$ cat config.mk
export PLATFORM = sky130hd
export DESIGN_NAME = tsc_reduce
export DESIGN_NICKNAME = d
export VERILOG_FILES = /design/src/tsc_pkg.sv /design/src/tsc_reduce.sv
export SDC_FILE = /design/constraint.sdc
export NUM_CORES = 2
export LEC_CHECK = 0
export BUFFER_PORTS_ARGS = -buffer_cell sky130_fd_sc_hd__buf_4
export CAP_MARGIN = 10
export CORE_MARGIN = 2
export CORE_UTILIZATION = 30
export CTS_CLUSTER_SIZE = 24
export DETAILED_ROUTE_END_ITERATION = 12
export PLACE_DENSITY = 0.53
export SYNTH_ARGS = -nofsm -noshare
export SYNTH_HDL_FRONTEND = slang
export SYNTH_SLANG_ARGS = --single-unit
$ cat constraint.sdc
create_clock -name clk -period 7.2 [get_ports clk]
set_input_delay 0.36 -clock clk [delete_from_list [all_inputs] [get_ports clk]]
set_output_delay 0.36 -clock clk [all_outputs]
set_load 0.01 [all_outputs]
$ cat src/tsc_pkg.sv
// tsc_pkg.sv: shared widths, angle constants, series coefficients and the lane type
// of the Taylor sine/cosine pipeline. No dependencies.
`default_nettype none

package tsc_pkg;

	localparam int ANGLE_W    = 32;
	localparam int OUT_W      = 32;
	localparam int ANGLE_FRAC = 20;
	localparam int Q_FRAC     = 30;
	localparam int MAG_W      = 32;
	localparam int REM_W      = 23;
	localparam int REM0_W     = REM_W + 1;
	localparam int Q_W        = 10;
	localparam int RECIP_W    = 20;
	localparam int RECIP_SH   = 42;
	localparam int X_W        = 21;
	localparam int X30_W      = X_W + Q_FRAC - ANGLE_FRAC;
	localparam int SQ_W       = 32;
	localparam int P_W        = 42;
	localparam int P_SPLIT    = P_W / 2;
	localparam int TERM_W     = 31;
	localparam int ACC_W      = 34;
	localparam int COEF_W     = 64;
	localparam int COEF_SPLIT = COEF_W / 2;
	localparam int MAX_TERMS  = 8;

	localparam logic [REM_W-1:0] TWO_PI_Q        = 23'd6588397;
	localparam logic [REM_W-1:0] THREE_HALF_PI_Q = 23'd4941298;
	localparam logic [REM_W-1:0] PI_Q            = 23'd3294199;
	localparam logic [REM_W-1:0] HALF_PI_Q       = 23'd1647099;
	localparam logic [OUT_W-1:0] ONE_Q30         = 32'h4000_0000;

	// floor(2^RECIP_SH / 2pi), quotient estimate is low by at most one
	localparam logic [RECIP_W-1:0] RECIP = RECIP_W'((64'd1 << RECIP_SH) / 64'(TWO_PI_Q));

	// 1/(2k+1)! as unsigned Q0.64, k = 1..8
	localparam logic [COEF_W-1:0] INV_FACT [MAX_TERMS] = '{
		64'd3074457345618258603,
		64'd153722867280912930,
		64'd3660068268593165,
		64'd50834281508238,
		64'd462129831893,
		64'd2962370717,
		64'd14106527,
		64'd51862
	};

	typedef struct packed {
		logic                     valid;
		logic                     neg;
		logic [P_W-1:0]           p;
		logic [SQ_W-1:0]          sq;
		logic signed [ACC_W-1:0]  acc;
		logic [TERM_W-1:0]        term;
	} tsc_lane_t;

endpackage

`default_nettype wire

$ cat src/tsc_reduce.sv
// tsc_reduce.sv: six-stage front end: cosine offset, modulo 2pi by reciprocal, fold
// to [0, pi/2], square of the folded angle. Depends on tsc_pkg.
`default_nettype none

module tsc_reduce import tsc_pkg::*; (
	input  logic               clk,
	input  logic               arst_n,
	input  logic               run,
	input  logic               in_valid,
	input  logic [ANGLE_W-1:0] angle_in,
	input  logic               operation,
	output tsc_lane_t          lane
);

	logic [ANGLE_W:0]           a_sum;
	logic [ANGLE_W:0]           a_abs;
	logic                       a_neg;
	logic [MAG_W+RECIP_W-1:0]   quo_prod;
	logic [MAG_W:0]             sub_prod;
	logic [MAG_W:0]             rem0;
	logic [X_W-1:0]             x_fold;
	logic                       flip;
	logic [X30_W-1:0]           x30;
	logic [2*X30_W-1:0]         sq_prod;

	logic                       valid_s1, valid_s2, valid_s3, valid_s4, valid_s5, valid_s6;
	logic                       neg_s1, neg_s2, neg_s3, neg_s4, neg_s5, neg_s6;
	logic [MAG_W-1:0]           mag_s1, mag_s2;
	logic [Q_W-1:0]             q_s2;
	logic [REM0_W-1:0]          rem0_s3;
	logic [REM_W-1:0]           rem_s4;
	logic [X_W-1:0]             x_s5;
	logic [X30_W-1:0]           x30_s6;
	logic [SQ_W-1:0]            sq_s6;

	assign a_sum = {angle_in[ANGLE_W-1], angle_in}
		+ {{(ANGLE_W+1-REM_W){1'b0}}, (operation ? HALF_PI_Q : {REM_W{1'b0}})};
	assign a_neg = a_sum[ANGLE_W];
	assign a_abs = a_neg ? (~a_sum + 1'b1) : a_sum;

	assign quo_prod = (MAG_W+RECIP_W)'(mag_s1) * (MAG_W+RECIP_W)'(RECIP);

	assign sub_prod = (MAG_W+1)'(q_s2) * (MAG_W+1)'(TWO_PI_Q);
	assign rem0     = (MAG_W+1)'(mag_s2) - sub_prod;

	always_comb begin
		flip   = 1'b0;
		x_fold = rem_s4[X_W-1:0];
		if (rem_s4 > THREE_HALF_PI_Q) begin
			x_fold = X_W'(TWO_PI_Q - rem_s4);
			flip   = 1'b1;
		end else if (rem_s4 > PI_Q) begin
			x_fold = X_W'(rem_s4 - PI_Q);
			flip   = 1'b1;
		end else if (rem_s4 > HALF_PI_Q) begin
			x_fold = X_W'(PI_Q - rem_s4);
		end
	end

	assign x30     = {x_s5, {(Q_FRAC-ANGLE_FRAC){1'b0}}};
	assign sq_prod = (2*X30_W)'(x30) * (2*X30_W)'(x30);

	always_ff @(posedge clk or negedge arst_n) begin
		if (!arst_n) begin
			valid_s1 <= 1'b0;
			valid_s2 <= 1'b0;
			valid_s3 <= 1'b0;
			valid_s4 <= 1'b0;
			valid_s5 <= 1'b0;
			valid_s6 <= 1'b0;
		end else if (run) begin
			valid_s1 <= in_valid;
			valid_s2 <= valid_s1;
			valid_s3 <= valid_s2;
			valid_s4 <= valid_s3;
			valid_s5 <= valid_s4;
			valid_s6 <= valid_s5;
		end
	end

	always_ff @(posedge clk) begin
		if (run) begin
			neg_s1  <= a_neg;
			mag_s1  <= a_abs[MAG_W-1:0];
			neg_s2  <= neg_s1;
			mag_s2  <= mag_s1;
			q_s2    <= quo_prod[RECIP_SH +: Q_W];
			neg_s3  <= neg_s2;
			rem0_s3 <= rem0[REM0_W-1:0];
			neg_s4  <= neg_s3;
			rem_s4  <= (rem0_s3 >= REM0_W'(TWO_PI_Q)) ?
				REM_W'(rem0_s3 - REM0_W'(TWO_PI_Q)) : rem0_s3[REM_W-1:0];
			neg_s5  <= neg_s4 ^ flip;
			x_s5    <= x_fold;
			neg_s6  <= neg_s5;
			x30_s6  <= x30;
			sq_s6   <= sq_prod[Q_FRAC +: SQ_W];
		end
	end

	assign lane.valid = valid_s6;
	assign lane.neg   = neg_s6;
	assign lane.p     = P_W'(x30_s6);
	assign lane.sq    = sq_s6;
	assign lane.acc   = $signed(ACC_W'(x30_s6));
	assign lane.term  = '0;

endmodule

`default_nettype wire

==> summary.txt <==
Status
  • Outcome: complete, no violations

Timing
  • Final setup fails: 0
  • Max Freq: approximately 0.14 GHz
  • Final Hold Violating Endpoints: 0
  • Clock skew: 32.8 ps
  • PnR worst setup slack: 289 ps
  • Slew headroom: 33.8%
  • Final Max Tran Viols: 0
  • Final period util: 96.0%
  • Slew @ Worst Pin: 993 ps
  • Final period demand of the worst path: 6910 ps

Finish
  • Area Overhead vs Synth: 11.5%
  • Share of post-route cells with drive strength above 1: 9.61%
  • Post-Layout Cell Count: 5,104
  • Diode count: 0
  • Post-route cell area: 39,000 µm²
  • # nets final: between 4,000 and 5,000
  • Fin util: 33.6%

Hold path
  • Hold Path Sink: valid_s1
  • Hold crit path type: input port to register
  • Worst Hold Launch: in_valid
  • Worst Hold Path Cells: 2

CTS
  • Cts bufs inserted: 17
  • Clock root buffer: clkbuf_16
  • Clk_lat worst skew: between 500 and 600 ps
  • Clk buf depth: 2
  • Clk sinks: 199
  • CTS clk-pin slew, worst paths: 90 ps
  • CTS H-tree depth: 4
  • CTS tree: yes

Die
  • FP Rows: 125
  • Chip Width: 345 µm
  • I/O pins: 178
  • Die Y: approximately 350 µm
  • Core Region: 116,000 µm²
  • Initial core utilization: 30.2%
  • Die area: 119,000 µm²

GRT
  • Vias in the first global route: 24,621
  • GR Overflow Total: 0
  • Overall global routing resource usage: roughly 14%
  • Largest net degree at the start of global routing: 87
  • Initial antenna violation count: 0
  • First-pass GRT wire length: approximately 130,000 µm

Run
  • Max-cap viol count: 0

Routing
  • WL/cell: 15.5 µm
  • Via/cell ratio: 4.44
  • Routed length on met3: 2180 µm
  • Antenna-violating nets left: 0
  • DR DRC count: 0
  • DR WL met2: 39,800 µm
  • WL final: 79,000 µm
  • Met1 WL: around 35,000 µm
  • DRT Pass-1 Iters: 5
  • Routed vias: approximately 23,000
  • Starting DRT DRC Count: approximately 860
  • DR top layer: met4

Synthesis
  • Yosys top cell area share: 35.2%
  • Post-synth top area cell: fa_1
  • Prevailing post-synth register cell: edfxtp_1
  • Top post-synthesis cells by area: fa_1, edfxtp_1, ha_1, inv_1, xnor2_1
  • EDFF count, synth: between 150 and 200
  • Sequential fraction of the synthesis area: 17.0%
  • Register bit total from synthesis: 199
  • Netlist cell types: 85
  • Ys async rst share: roughly 3.0%
  • Synth Warn #: 0
  • Syn avg cell area: 10.4 µm²
  • Cell Area, Synth: 35,000 µm²
  • Synth Instances: 3,377

Critical path
  • CP Class: register to register
  • Req. time, crit path: 7480 ps
  • Critical Path AT: 7190 ps
  • Crit Path Max Fanout: 8
  • Worst reg2reg path endpoint: sq_s6[30]
  • R2R Setup Slk: 290 ps
  • CP Capture Type: register
  • Worst R2R Start: x_s5[5]
  • Startpoint types: register
  • Reg2reg path depth: 26

Placed design
  • Pre-CTS setup slack: -284 ps
  • Dpl cells: 5,059
  • PortBufs: 112
  • Placer Congestion: 0.857
  • Dpl hpwl: about 67,000 µm
  • Post-placement cell area: approximately 38,000 µm²
[synth_stat cells (4+ instances only)]
| cell type | number |
|---|---|
| a211oi_1 | 14 |
| a21boi_0 | 7 |
| a21o_1 | 33 |
| a21oi_1 | 99 |
| a221o_1 | 4 |
| a221oi_1 | 4 |
| a311oi_1 | 8 |
| a31oi_1 | 23 |
| and2_1 | 102 |
| and3_1 | 11 |
| and4_1 | 10 |
| buf_1 | 4 |
| buf_4 | 88 |
| clkbuf_1 | 61 |
| dfrtp_1 | 6 |
| edfxtp_1 | 193 |
| fa_1 | 615 |
| ha_1 | 450 |
| inv_1 | 812 |
| mux2_2 | 8 |
| mux2i_1 | 5 |
| nand2_1 | 183 |
| nand2b_1 | 14 |
| nand3_1 | 53 |
| nand3b_1 | 6 |
| nand4_1 | 11 |
| nor2_1 | 109 |
| nor2b_1 | 21 |
| nor3_1 | 38 |
| nor3b_1 | 6 |
| nor4_1 | 10 |
| o2111ai_1 | 5 |
| o211ai_1 | 7 |
| o21a_1 | 11 |
| o21ai_0 | 56 |
| o21bai_1 | 10 |
| o221ai_1 | 5 |
| o22ai_1 | 6 |
| o31ai_1 | 13 |
| or2_2 | 8 |
| or3_1 | 4 |
| xnor2_1 | 125 |
| xor2_1 | 49 |
[how the worst max path moves through the flow]
stage	start	to	slack, ps	depth (start not counted)
2_1_floorplan	x_s5[6]	sq_s6[31]	220	23
6_report	x_s5[5]	sq_s6[30]	290	26
3_3_place_gp	x_s5[13]	sq_s6[31]	-270	22
5_1_grt	x_s5[3]	sq_s6[21]	-10	26
4_1_cts	x_s5[5]	sq_s6[31]	6	24
3_5_place_dp	x_s5[5]	sq_s6[31]	-280	24
[per-layer routing]
metal,up-vias,GRT usage [%]
li1,10939,-
met1,11308,18.0
met2,327,24.7
met3,70,1.61
met4,0,3.55
met5,-,0
[timing repair]
action                     4_1_cts  5_1_grt
pin swaps                        0        7
hold buffers                     1        0
resized for setup                6       16
setup buffers                    2       10
hold endpoints to repair         6        0
setup endpoints to repair       13       16
[registers in the layout, summed over array words and instances, names as in the netlist, 10 cells and up]
name	count
x30_s6	21
x_s5	21
rem_s4	23
sq_s6	32
mag_s2	24
rem0_s3	24
q_s2	10
mag_s1	32
[cell usage in the layout, fill, tap and decap left out, drive strengths merged, types with 38 or more instances in the layout]
master  instances
a21oi         101
and2          102
buf           259
conb           65
edfxtp        193
fa            615
ha            450
inv           822
nand2         183
nand3          54
nor2          109
nor3           38
o21ai          59
xnor2         125
xor2           49
[cells by family after synthesis]
kind of cell,after synthesis,share of synthesized area (%)
AO/OA/AOI/OAI,353,6.75
XOR/XNOR,174,4.36
adder cells (fa/ha/maj),1065,51.3
buffers and inverters,965,11.3
flip-flops,199,17.0
multiplexers,14,0.433
other,1,0.0107
AND/OR/NAND/NOR,606,8.85
[through the flow]
step | TNS (ps) | hold WS (ps)
final | 0 | 72.0
after global routing | -15.2 | 47.1
after CTS | 0 | 28.1
after detailed placement | -2010 | 171
after global placement | -2050 | 170
after floorplan | 0 | 64.4
[layout make-up]
cell class,instances,area [µm²]
Clock buffer,17,425
Clock inverter,15,178
Fill cell,11827,76900
Inverter,812,3050
Multi-Input combinational cell,2277,25400
Sequential cell,199,5950
Tap cell,1524,1910
Timing Repair Buffer,260,2040
[worst max-delay path, stage by stage (launching register included)]
cell and delay, ps:
edfxtp_1 380, buf_12 130, buf_6 90, buf_4 160
nand2_1 90, fa_1 610, inv_1 70, fa_1 500
inv_1 50, fa_1 520, inv_1 50, fa_1 510
fa_1 460, fa_1 550, inv_1 50, fa_1 530
inv_1 40, ha_1 290, buf_4 150, a21o_1 160
a21o_4 230, a31oi_4 220, a21oi_4 140, nor4b_4 260
o31ai_2 120, buf_4 140, xor2_1 140
Power is not shown: default switching activity piles up to over one toggle a cycle in this logic, so the estimate is an artifact.
