`config.mk`:
```
export PLATFORM = sky130hd
export DESIGN_NAME = tsc_out
export DESIGN_NICKNAME = d
export VERILOG_FILES = /design/src/tsc_pkg.sv /design/src/tsc_out.sv
export SDC_FILE = /design/constraint.sdc
export NUM_CORES = 1
export LEC_CHECK = 0
export CORE_ASPECT_RATIO = 1.1
export CORE_MARGIN = 8
export CORE_UTILIZATION = 30
export CTS_BUF_LIST = sky130_fd_sc_hd__clkbuf_2 sky130_fd_sc_hd__clkbuf_4 sky130_fd_sc_hd__clkbuf_8
export CTS_CLUSTER_SIZE = 10
export DETAILED_ROUTE_END_ITERATION = 12
export DONT_BUFFER_PORTS = 1
export MAX_ROUTING_LAYER = met4
export SLEW_MARGIN = 20
export SYNTH_ARGS = -nofsm -noshare
export SYNTH_HDL_FRONTEND = slang
export SYNTH_SLANG_ARGS = --single-unit
```
`constraint.sdc`:
```
create_clock -name clk -period 5.85 [get_ports clk]
set_clock_uncertainty 0.2 [all_clocks]
set_input_delay 0.585 -clock clk [delete_from_list [all_inputs] [get_ports clk]]
set_output_delay 0.585 -clock clk [all_outputs]
set_load 0.02 [all_outputs]
```
`src/tsc_pkg.sv`:
```
// tsc_pkg.sv: shared widths, angle constants, series coefficients and the lane type
// of the Taylor sine/cosine pipeline. No dependencies.
`default_nettype none

package tsc_pkg;

	localparam int ANGLE_W    = 32;
	localparam int OUT_W      = 32;
	localparam int ANGLE_FRAC = 20;
	localparam int Q_FRAC     = 30;
	localparam int MAG_W      = 32;
	localparam int REM_W      = 23;
	localparam int REM0_W     = REM_W + 1;
	localparam int Q_W        = 10;
	localparam int RECIP_W    = 20;
	localparam int RECIP_SH   = 42;
	localparam int X_W        = 21;
	localparam int X30_W      = X_W + Q_FRAC - ANGLE_FRAC;
	localparam int SQ_W       = 32;
	localparam int P_W        = 42;
	localparam int P_SPLIT    = P_W / 2;
	localparam int TERM_W     = 31;
	localparam int ACC_W      = 34;
	localparam int COEF_W     = 64;
	localparam int COEF_SPLIT = COEF_W / 2;
	localparam int MAX_TERMS  = 8;

	localparam logic [REM_W-1:0] TWO_PI_Q        = 23'd6588397;
	localparam logic [REM_W-1:0] THREE_HALF_PI_Q = 23'd4941298;
	localparam logic [REM_W-1:0] PI_Q            = 23'd3294199;
	localparam logic [REM_W-1:0] HALF_PI_Q       = 23'd1647099;
	localparam logic [OUT_W-1:0] ONE_Q30         = 32'h4000_0000;

	// floor(2^RECIP_SH / 2pi), quotient estimate is low by at most one
	localparam logic [RECIP_W-1:0] RECIP = RECIP_W'((64'd1 << RECIP_SH) / 64'(TWO_PI_Q));

	// 1/(2k+1)! as unsigned Q0.64, k = 1..8
	localparam logic [COEF_W-1:0] INV_FACT [MAX_TERMS] = '{
		64'd3074457345618258603,
		64'd153722867280912930,
		64'd3660068268593165,
		64'd50834281508238,
		64'd462129831893,
		64'd2962370717,
		64'd14106527,
		64'd51862
	};

	typedef struct packed {
		logic                     valid;
		logic                     neg;
		logic [P_W-1:0]           p;
		logic [SQ_W-1:0]          sq;
		logic signed [ACC_W-1:0]  acc;
		logic [TERM_W-1:0]        term;
	} tsc_lane_t;

endpackage

`default_nettype wire

```
`src/tsc_out.sv`:
```
// tsc_out.sv: last term add, saturation to +/-1 and sign, output register with skid
// stage; drives the pipeline advance. Depends on tsc_pkg.
`default_nettype none

module tsc_out import tsc_pkg::*; #(
	parameter int TERM_COUNT = 6
) (
	input  logic             clk,
	input  logic             arst_n,
	input  tsc_lane_t        lane_in,
	output logic             run,
	output logic             m_tvalid,
	input  logic             m_tready,
	output logic [OUT_W-1:0] m_tdata
);

	localparam bit LAST_ADD = ((TERM_COUNT - 1) % 2) == 1;

	logic signed [ACC_W-1:0] term_ext;
	logic signed [ACC_W-1:0] acc_next;
	logic [OUT_W-1:0]        mag;
	logic [OUT_W-1:0]        result;

	logic                    valid_s1;
	logic                    neg_s1;
	logic signed [ACC_W-1:0] acc_s1;
	logic                    out_valid_q;
	logic [OUT_W-1:0]        out_data_q;
	logic                    skid_valid_q;
	logic [OUT_W-1:0]        skid_data_q;

	assign term_ext = $signed({{(ACC_W-TERM_W){1'b0}}, lane_in.term});
	assign acc_next = LAST_ADD ? (lane_in.acc + term_ext) : (lane_in.acc - term_ext);

	always_comb begin
		if (acc_s1[ACC_W-1]) begin
			mag = '0;
		end else if (acc_s1 > $signed({{(ACC_W-OUT_W){1'b0}}, ONE_Q30})) begin
			mag = ONE_Q30;
		end else begin
			mag = acc_s1[OUT_W-1:0];
		end
		result = neg_s1 ? (~mag + 1'b1) : mag;
	end

	assign run = !skid_valid_q;

	always_ff @(posedge clk or negedge arst_n) begin
		if (!arst_n) begin
			valid_s1     <= 1'b0;
			out_valid_q  <= 1'b0;
			skid_valid_q <= 1'b0;
		end else begin
			if (run) begin
				valid_s1 <= lane_in.valid;
			end
			if (skid_valid_q) begin
				if (m_tready) begin
					skid_valid_q <= 1'b0;
				end
			end else if (valid_s1) begin
				if (out_valid_q && !m_tready) begin
					skid_valid_q <= 1'b1;
				end else begin
					out_valid_q <= 1'b1;
				end
			end else if (m_tready) begin
				out_valid_q <= 1'b0;
			end
		end
	end

	always_ff @(posedge clk) begin
		if (run) begin
			neg_s1 <= lane_in.neg;
			acc_s1 <= acc_next;
		end
		if (skid_valid_q) begin
			if (m_tready) begin
				out_data_q <= skid_data_q;
			end
		end else if (valid_s1) begin
			if (out_valid_q && !m_tready) begin
				skid_data_q <= result;
			end else begin
				out_data_q <= result;
			end
		end
	end

	assign m_tvalid = out_valid_q;
	assign m_tdata  = out_data_q;

endmodule

`default_nettype wire

```
==> key figures, run 1 <==
Timing
  – Peak Freq: about 230 MHz
  – Worst Tran Pin Value: between 1000 and 1500 ps
  – Final Max Tran Viols: 0
  – Relative slew slack: between 30 and 40%
  – RSZ-0062 raised after global routing: no
  – Final period util: between 70 and 80%
  – Final setup vio count: 0
  – Final Hold Fails: 0
  – Sum Neg Setup Slack: 0 ps
  – Final min period: between 4000 and 5000 ps

Global routing
  – First-pass GRT wire length: 23.0 mm
  – Vias in the first global route: 4223
  – Antenna violations before repair: 1
  – GRT Overall Usage: between 10% and 20%
  – Largest net degree at the start of global routing: 58
  – GR Overflow Total: 0

Drt
  – DRC: 0
  – Mean number of vias per cell: approximately 5.2
  – DR iter-0 viols: approximately 240
  – DR pass1 iterations: 4
  – Routed WL per cell: ~18 um
  – Routed wire length: around 15 mm
  – Vias after detailed routing: roughly 4200
  – Routed Antenna Nets: 0

Synth
  – Yosys reg bits: a little over 100
  – Mean area per synthesized cell: approximately 11 sq um
  – Net Count, Synth: 732
  – Number of flops mapped to enable cells by yosys: slightly below 100
  – Post-Synthesis Cells: ~560
  – Mapped Area: 6050 sq um
  – Sequential cell area fraction in the yosys report: 50.4%
  – Synth cell types: 56
  – Main synth FF type: edfxtp_1
  – Synth Warn #: 0
  – Asr flop ratio synth: 2.94%

Die
  – Ports: about 180
  – Die W: 151 um
  – Total core area: around 20000 sq um
  – Die area: between 20000 and 25000 sq um
  – Starting density of the core: roughly 31%
  – Die Span Y: around 160 um
  – Core Rows: 54

Cells and area
  – Most common cell after layout, fill and taps aside: edfxtp_1
  – Fillcell total: ~2000
  – Fin nets: around 730
  – Fin util: between 30% and 40%
  – Most frequent cells in the layout: 99 x edfxtp_1, 55 x nand2_1, 42 x a21oi_1, 39 x nor2_1, 32 x ha_1
  – Synth-to-layout area growth: 8.80%
  – Layout cell share with drive strength beyond 1: between 9 and 10%

Clock tree
  – Setup Buffers After CTS: 0
  – Hold buffers post-CTS: 1
  – Worst-path clk slew: about 110 ps
  – H-tree depth: 3
  – CTS Root Cell: clkbuf_8
  – Max clock buf depth: 2
  – CTS buffer count: 9
  – CTS resizes: 0
  – Clock Latency Late Sink: slightly below 400 ps
  – Clk sinks: a little over 100
  – CTS tree: built

Pwr
  – Leakage: between 2 and 2.5 nW
  – PwrDens: 406 nW/um^2
  – Peak VDD IR: between 150 and 200 uV

Job
  – Max cap viols: 0

Worst hold path
  – Hold WC Path Type: primary input to flop
  – Worst hold start: m_tready
  – Hold depth: 1
  – Hold Path End: skid_valid_q

Worst setup path
  – Worst reg-to-reg setup slack: 1550 ps
  – R2R depth: 10
  – R2R Path Start: acc_s1[18]
  – Reg-to-Reg End: m_tdata[22]
  – Worst Path Arrival: 4240 ps
  – Req. time, crit path: 5790 ps
  – CP startpoint kind: flop
  – Kind of critical path: flop to flop
  – Max FO, Critical Path: 6
  – CP endpoint kind: flop

Outcome
  – Outcome: finished clean

Placed design
  – Post-DP HPWL: 11.4 mm
  – Global placement routability congestion: between 0.9 and 1
  – Port Buf Inserts: 0
metal layers:
layer | wire length (um) | share of wire, % | global-route usage [%]
met1 | 6850 | 47 | 15.8
met2 | 6850 | 47 | 19.3
met3 | 705 | 4.8 | 2.41
met4 | 200 | 1.4 | 3.69
met5 | 0 | 0 | -
flip-flops by register name (all words and copies together) (netlist names):
register	cells
neg_s1	1
skid_valid_q	1
m_tdata	32
m_tvalid	1
acc_s1	34
valid_s1	1
skid_data_q	32
cell type report:
| cell class | count | area [sq um] | area share, % |
|---|---|---|---|
| sequential | 102 | 3050 | 46.3 |
| clock buffer | 9 | 124 | 1.88 |
| tap | 252 | 315 | 4.79 |
| timing repair buffer | 7 | 55.1 | 0.837 |
| clock inverter | 7 | 88.8 | 1.35 |
| multi-input combinational | 419 | 2880 | 43.8 |
| antenna | 1 | 2.50 | 0.0380 |
| inverter | 17 | 63.8 | 0.970 |
worst max-delay path, stage by stage (launching register included):
cell and delay [ps]:
edfxtp_1 500, or4_4 620, or4_4 470, o41ai_2 370, and2_1 300, nand2_1 150
ha_1 330, o21ai_1 210, a21oi_1 210, a311o_1 420, mux2_2 270
how the worst max path moves through the flow:
stage | startpoint | depth (start not counted) | endpoint | slack, ps
detailed placement | lane_in[0] | 12 | acc_s1[32] | 1550
CTS | acc_s1[18] | 10 | m_tdata[22] | 1570
global placement | lane_in[0] | 12 | acc_s1[32] | 1550
global route | acc_s1[18] | 10 | m_tdata[22] | 1360
floorplan | m_tready | 1 | skid_data_q[0] | 1350
finish | acc_s1[18] | 10 | m_tdata[22] | 1550
cell usage after synthesis (5+ instances only):
cell type	instances	area (sq um)
a21o_1	10	75.1
a21oi_1	42	210
a31oi_1	8	50.1
clkbuf_1	13	48.8
edfxtp_1	99	2970
ha_1	32	400
inv_1	17	63.8
mux2_2	19	214
nand2_1	55	206
nand2b_1	8	50.1
nand3_1	15	75.1
nor2_1	39	146
nor2b_1	6	37.5
nor3_1	15	75.1
nor4_1	5	31.3
o21ai_0	27	135
o31ai_1	21	158
xnor2_1	23	201
xor2_1	23	201
where the power goes:
part	leakage, nW	internal, W	switching, W	total (W)
Clock	0.104	0.000206	0.000260	0.000466
Sequential	1.01	0.00115	0.000317	0.00147
Combinational	1.26	0.000279	0.000455	0.000734
through the flow:
| step | hold slack, ps | power, W | cells | instance area [sq um] | setup slack (ps) |
|---|---|---|---|---|---|
| after floorplan | 89.4 | 0.00197 | 555 | 6050 | 1350 |
| after global placement | 89.5 | 0.00221 | 796 | 6350 | 1550 |
| after detailed placement | 89.5 | 0.00223 | 796 | 6350 | 1550 |
| after CTS | 38.5 | 0.00271 | 813 | 6580 | 1570 |
| after global routing | 31.7 | 0.00284 | 814 | 6580 | 1360 |
| final | 66.8 | 0.00267 | 814 | 6580 | 1550 |
cell families after synthesis:
group | after synthesis | share of synthesized area [%]
AND/OR/NAND/NOR | 166 | 13.0
AO/OA/AOI/OAI | 152 | 16.7
flip-flops | 102 | 50.4
XOR/XNOR | 46 | 6.66
buffers and inverters | 34 | 2.19
adder cells (fa/ha/maj) | 33 | 6.95
multiplexers | 22 | 4.04
Note: power is estimated with default switching activity, not from simulation.
==> inputs of run 2 (changes only) <==
- ABC_AREA: not set -> 1
- clock period: 5.85 -> 4.3 ns (I/O delays scaled with it)
==> run 2 against run 1 <==
  * Hold slack lost 8.7 ps
  * Sequential power rose by 44%
  * Final area is 11% higher
  * Non-clock buffer count is 4 higher
  * First-iteration DRC count up 32%
  * Sequential share of layout area shrank 4.7 points
  * Synthesized area is 12% higher
  * Maximum frequency grew 29%
  * Clock power is 32% higher
  * Final cell count grew 35%
  * Critical path depth grew 6
  * Critical endpoint is now m_tdata[12]
  * Largest cell class is now multi-input gates
==> key figures, run 2 <==
Outcome
  – Outcome: finished clean

Global routing
  – Largest net degree at the start of global routing: 47 (-19%)
  – First-pass GRT wire length: 25.3 mm (+9.8%)
  – Antenna violations before repair: 0 (-1)
  – Vias in the first global route: 4990 (+18%)
  – GRT Overall Usage: 11.6% (-0.75 points)
  – GR Overflow Total: 0 (unchanged)

Synth
  – Yosys reg bits: 102 (unchanged)
  – Number of flops mapped to enable cells by yosys: 99 (unchanged)
  – Main synth FF type: edfxtp_1
  – Synth cell types: 49 (-13%)
  – Top post-synthesis cells by area: edfxtp_1 44%, nand2_1 14%, ha_1 5.9%, nor2_1 4.6%, inv_1 3.9%
  – Synth Warn #: 0 (unchanged)
  – Net Count, Synth: 968 (+32%)
  – Post-Synthesis Cells: 791 (+43%)
  – Mean area per synthesized cell: 8.57 sq um (-21%)
  – Sequential cell area fraction in the yosys report: 44.9% (-5.5 points)
  – Area leader, netlist: edfxtp_1
  – Most common cell in the netlist: nand2_1
  – Share of the synthesized area in the top cell type: 43.8% (-5.3 points)
  – Asr flop ratio synth: 2.94% (unchanged)
  – Synth top cells by count: 249 x nand2_1, 99 x edfxtp_1, 83 x nor2_1
  – Mapped Area: 6780 sq um (+12%)

Timing
  – Final min period: 3340 ps (-959 ps)
  – RSZ-0062 raised after global routing: no
  – Sum Neg Setup Slack: 0 ps (unchanged)
  – Final setup vio count: 0 (unchanged)
  – Relative slew slack: 60.3% (+28 points)
  – Final Hold Fails: 0 (unchanged)
  – Peak Freq: 299 MHz (+29%)
  – Final period util: 77.7% (+4.2 points)
  – Final Max Tran Viols: 0 (unchanged)
  – Worst Tran Pin Value: 595 ps (-419 ps)

Worst hold path
  – Hold depth: 1 (unchanged)
  – Hold WC Path Type: primary input to flop

Die
  – Core Rows: 57 (+5.6%)
  – Die Span Y: 174 um (+5.3%)
  – Total core area: 22200 sq um (+12%)
  – Die area: 27700 sq um (+11%)
  – Die W: 159 um (+5.3%)
  – Starting density of the core: 30.6% (+0.035 points)
  – Ports: 178 (unchanged)

Drt
  – Routed WL per cell: 14.1 um (-21%)
  – WL met3: 731 um (+3.7%)
  – Routed Antenna Nets: 0 (unchanged)
  – Routed wire length: 15.5 mm (+5.9%)
  – M1 WL: 7.64 mm (+12%)
  – DR pass1 iterations: 5 (+1)
  – DR iter-0 viols: 320 (+32%)
  – Met2 wire length: 6.96 mm (+1.7%)
  – Mean number of vias per cell: 4.59 (-12%)
  – Vias after detailed routing: 5032 (+19%)
  – DRC: 0 (unchanged)
  – Top Layer Used: met4

Worst setup path
  – Top cell by count, worst path: nand2_2
  – Worst Path Arrival: 3270 ps (-970 ps)
  – Req. time, crit path: 4230 ps (-1560 ps)
  – Kind of critical path: flop to flop
  – Critical-path cell list: inv_4 -> nand2_2 -> nor2_2 -> nand2_1 -> nor2_1 -> nand3_1 -> nand2_2 -> nand2_2 -> inv_2 -> nand2_2 -> ha_1 -> nand3_2 -> nand2_4 -> nand2_2 -> xor2_1 -> o21ai_1
  – Critical Path Slowest Stage Cell: edfxtp_1
  – CP endpoint kind: flop
  – CP max stage delay: 440 ps (-180 ps)
  – R2R depth: 16 (+6)
  – Max FO, Critical Path: 16 (+10)
  – CP startpoint kind: flop
  – Worst reg-to-reg setup slack: 960 ps (-590 ps)

Cells and area
  – Fin nets: 973 (+33%)
  – # diodes: 0 (-1)
  – Fillcell total: 2326 (+19%)
  – Most frequent cells in the layout: 249 x nand2_1, 99 x edfxtp_1, 82 x nor2_1, 71 x inv_1, 34 x nand3_1
  – Max FFs per register: 34 (unchanged)
  – Most common cell after layout, fill and taps aside: nand2_1
  – Layout cell share with drive strength beyond 1: 7.87% (-1.9 points)
  – Synth-to-layout area growth: 7.90%
  – Most flops, register: acc_s1

Job
  – Max cap viols: 0 (unchanged)

Pwr
  – PwrDens: 638 nW/um^2 (+57%)
  – Leakage: 3.14 nW (+32%)
  – Peak VDD IR: 218 uV (+22%)
  – Overall Power: 0.00467 W (+75%)

Clock tree
  – Clk sinks: 102 (unchanged)
  – Worst-path clk slew: 100 ps (about the same)
  – CTS tree: built
  – H-tree depth: 3 (unchanged)
  – Clock Latency Late Sink: 370 ps (-20 ps)
  – CTS buffer count: 9 (unchanged)
  – Max clock buf depth: 2 (unchanged)
  – CTS resizes: 0 (unchanged)
  – CTS Root Cell: clkbuf_8

Placed design
  – Post-DP HPWL: 12.5 mm (+10%)
  – Port Buf Inserts: 0 (unchanged)
  – Global placement routability congestion: 0.851 (-7.1%)
==> run 2: cell count changes after synthesis, sizes merged, moves of 12 or more <==
cell and delta:
nand2 +209, nor2 +44, mux2 -19, nand3 +22
nor3 -12, o31ai -20, inv +57
==> run 2: per-layer routing <==
metal / global-route usage (%) / vias to the layer above
li1: - / 2657
met1: 14.7 / 2254
met2: 17.7 / 117
met3: 2.83 / 4
met4: 4.05 / 0
met5: - / -
==> run 2: report_power, final <==
group | internal, W | leakage (nW) | switching [W] | total (W)
logic | 0.000596 | 2.04 | 0.00134 | 0.00194
registers | 0.00172 | 0.999 | 0.000392 | 0.00211
clock network | 0.000276 | 0.0998 | 0.000340 | 0.000616
==> run 2: kinds of logic after synthesis <==
| family | count (synthesis) | share of synthesized area, % |
|---|---|---|
| adders and majority gates | 33 | 6.20 |
| buffers and inverters | 91 | 6.13 |
| AOI/OAI and AO/OA | 115 | 11.7 |
| and+or+nand+nor | 405 | 25.0 |
| xor gates and xnor gates | 45 | 6.03 |
| DFF | 102 | 44.9 |
==> run 2: layout make-up <==
class	instances	area, sq um	share of cell area [%]
sequential	102	3050	41.7
clock inverter	7	78.8	1.08
clock buffer	9	124	1.69
tap	295	369	5.04
multi-input combinational	598	3320	45.4
timing repair buffer	11	92.6	1.27
inverter	74	280	3.83
==> run 2: path summary, 6_finish.rpt <==
kind | start | to
max reg2reg | acc_s1[33] | m_tdata[12]
min | lane_in[64] | acc_s1[33]
max in group asynchronous | arst_n | valid_s1
min reg2reg | skid_data_q[22] | m_tdata[22]
max | acc_s1[33] | m_tdata[12]
min in group asynchronous | arst_n | m_tvalid
==> run 2: timing repair <==
| item | 4_1_cts | 5_1_grt |
|---|---|---|
| hold buffers | 4 | 0 |
| hold endpoints to repair | 6 | 0 |
| setup buffers | 0 | 0 |
| endpoints found under the setup margin | 0 | 0 |
==> run 2: critical path: cells and delay by family (launching register included) <==
family / cells / cell delay, ps
AO/OA/AOI/OAI: 1 / 80
XOR/XNOR: 1 / 240
adder cells (fa/ha/maj): 1 / 270
buffers and inverters: 2 / 450
flip-flops: 1 / 440
AND/OR/NAND/NOR: 11 / 1390
==> run 2: stage by stage <==
stage | utilization, % | hold WS [ps] | instance area, sq um | cells | setup slack, ps
6_report | 33.0 | 58.1 | 7320 | 1096 | 958
5_1_grt | 33.0 | 42.2 | 7320 | 1096 | 685
3_5_place_dp | 31.9 | -65.5 | 7070 | 1076 | 923
2_1_floorplan | - | -65.6 | 6780 | 791 | 653
4_1_cts | 33.0 | 32.8 | 7320 | 1096 | 921
3_3_place_gp | 31.9 | -65.5 | 7070 | 1076 | 957
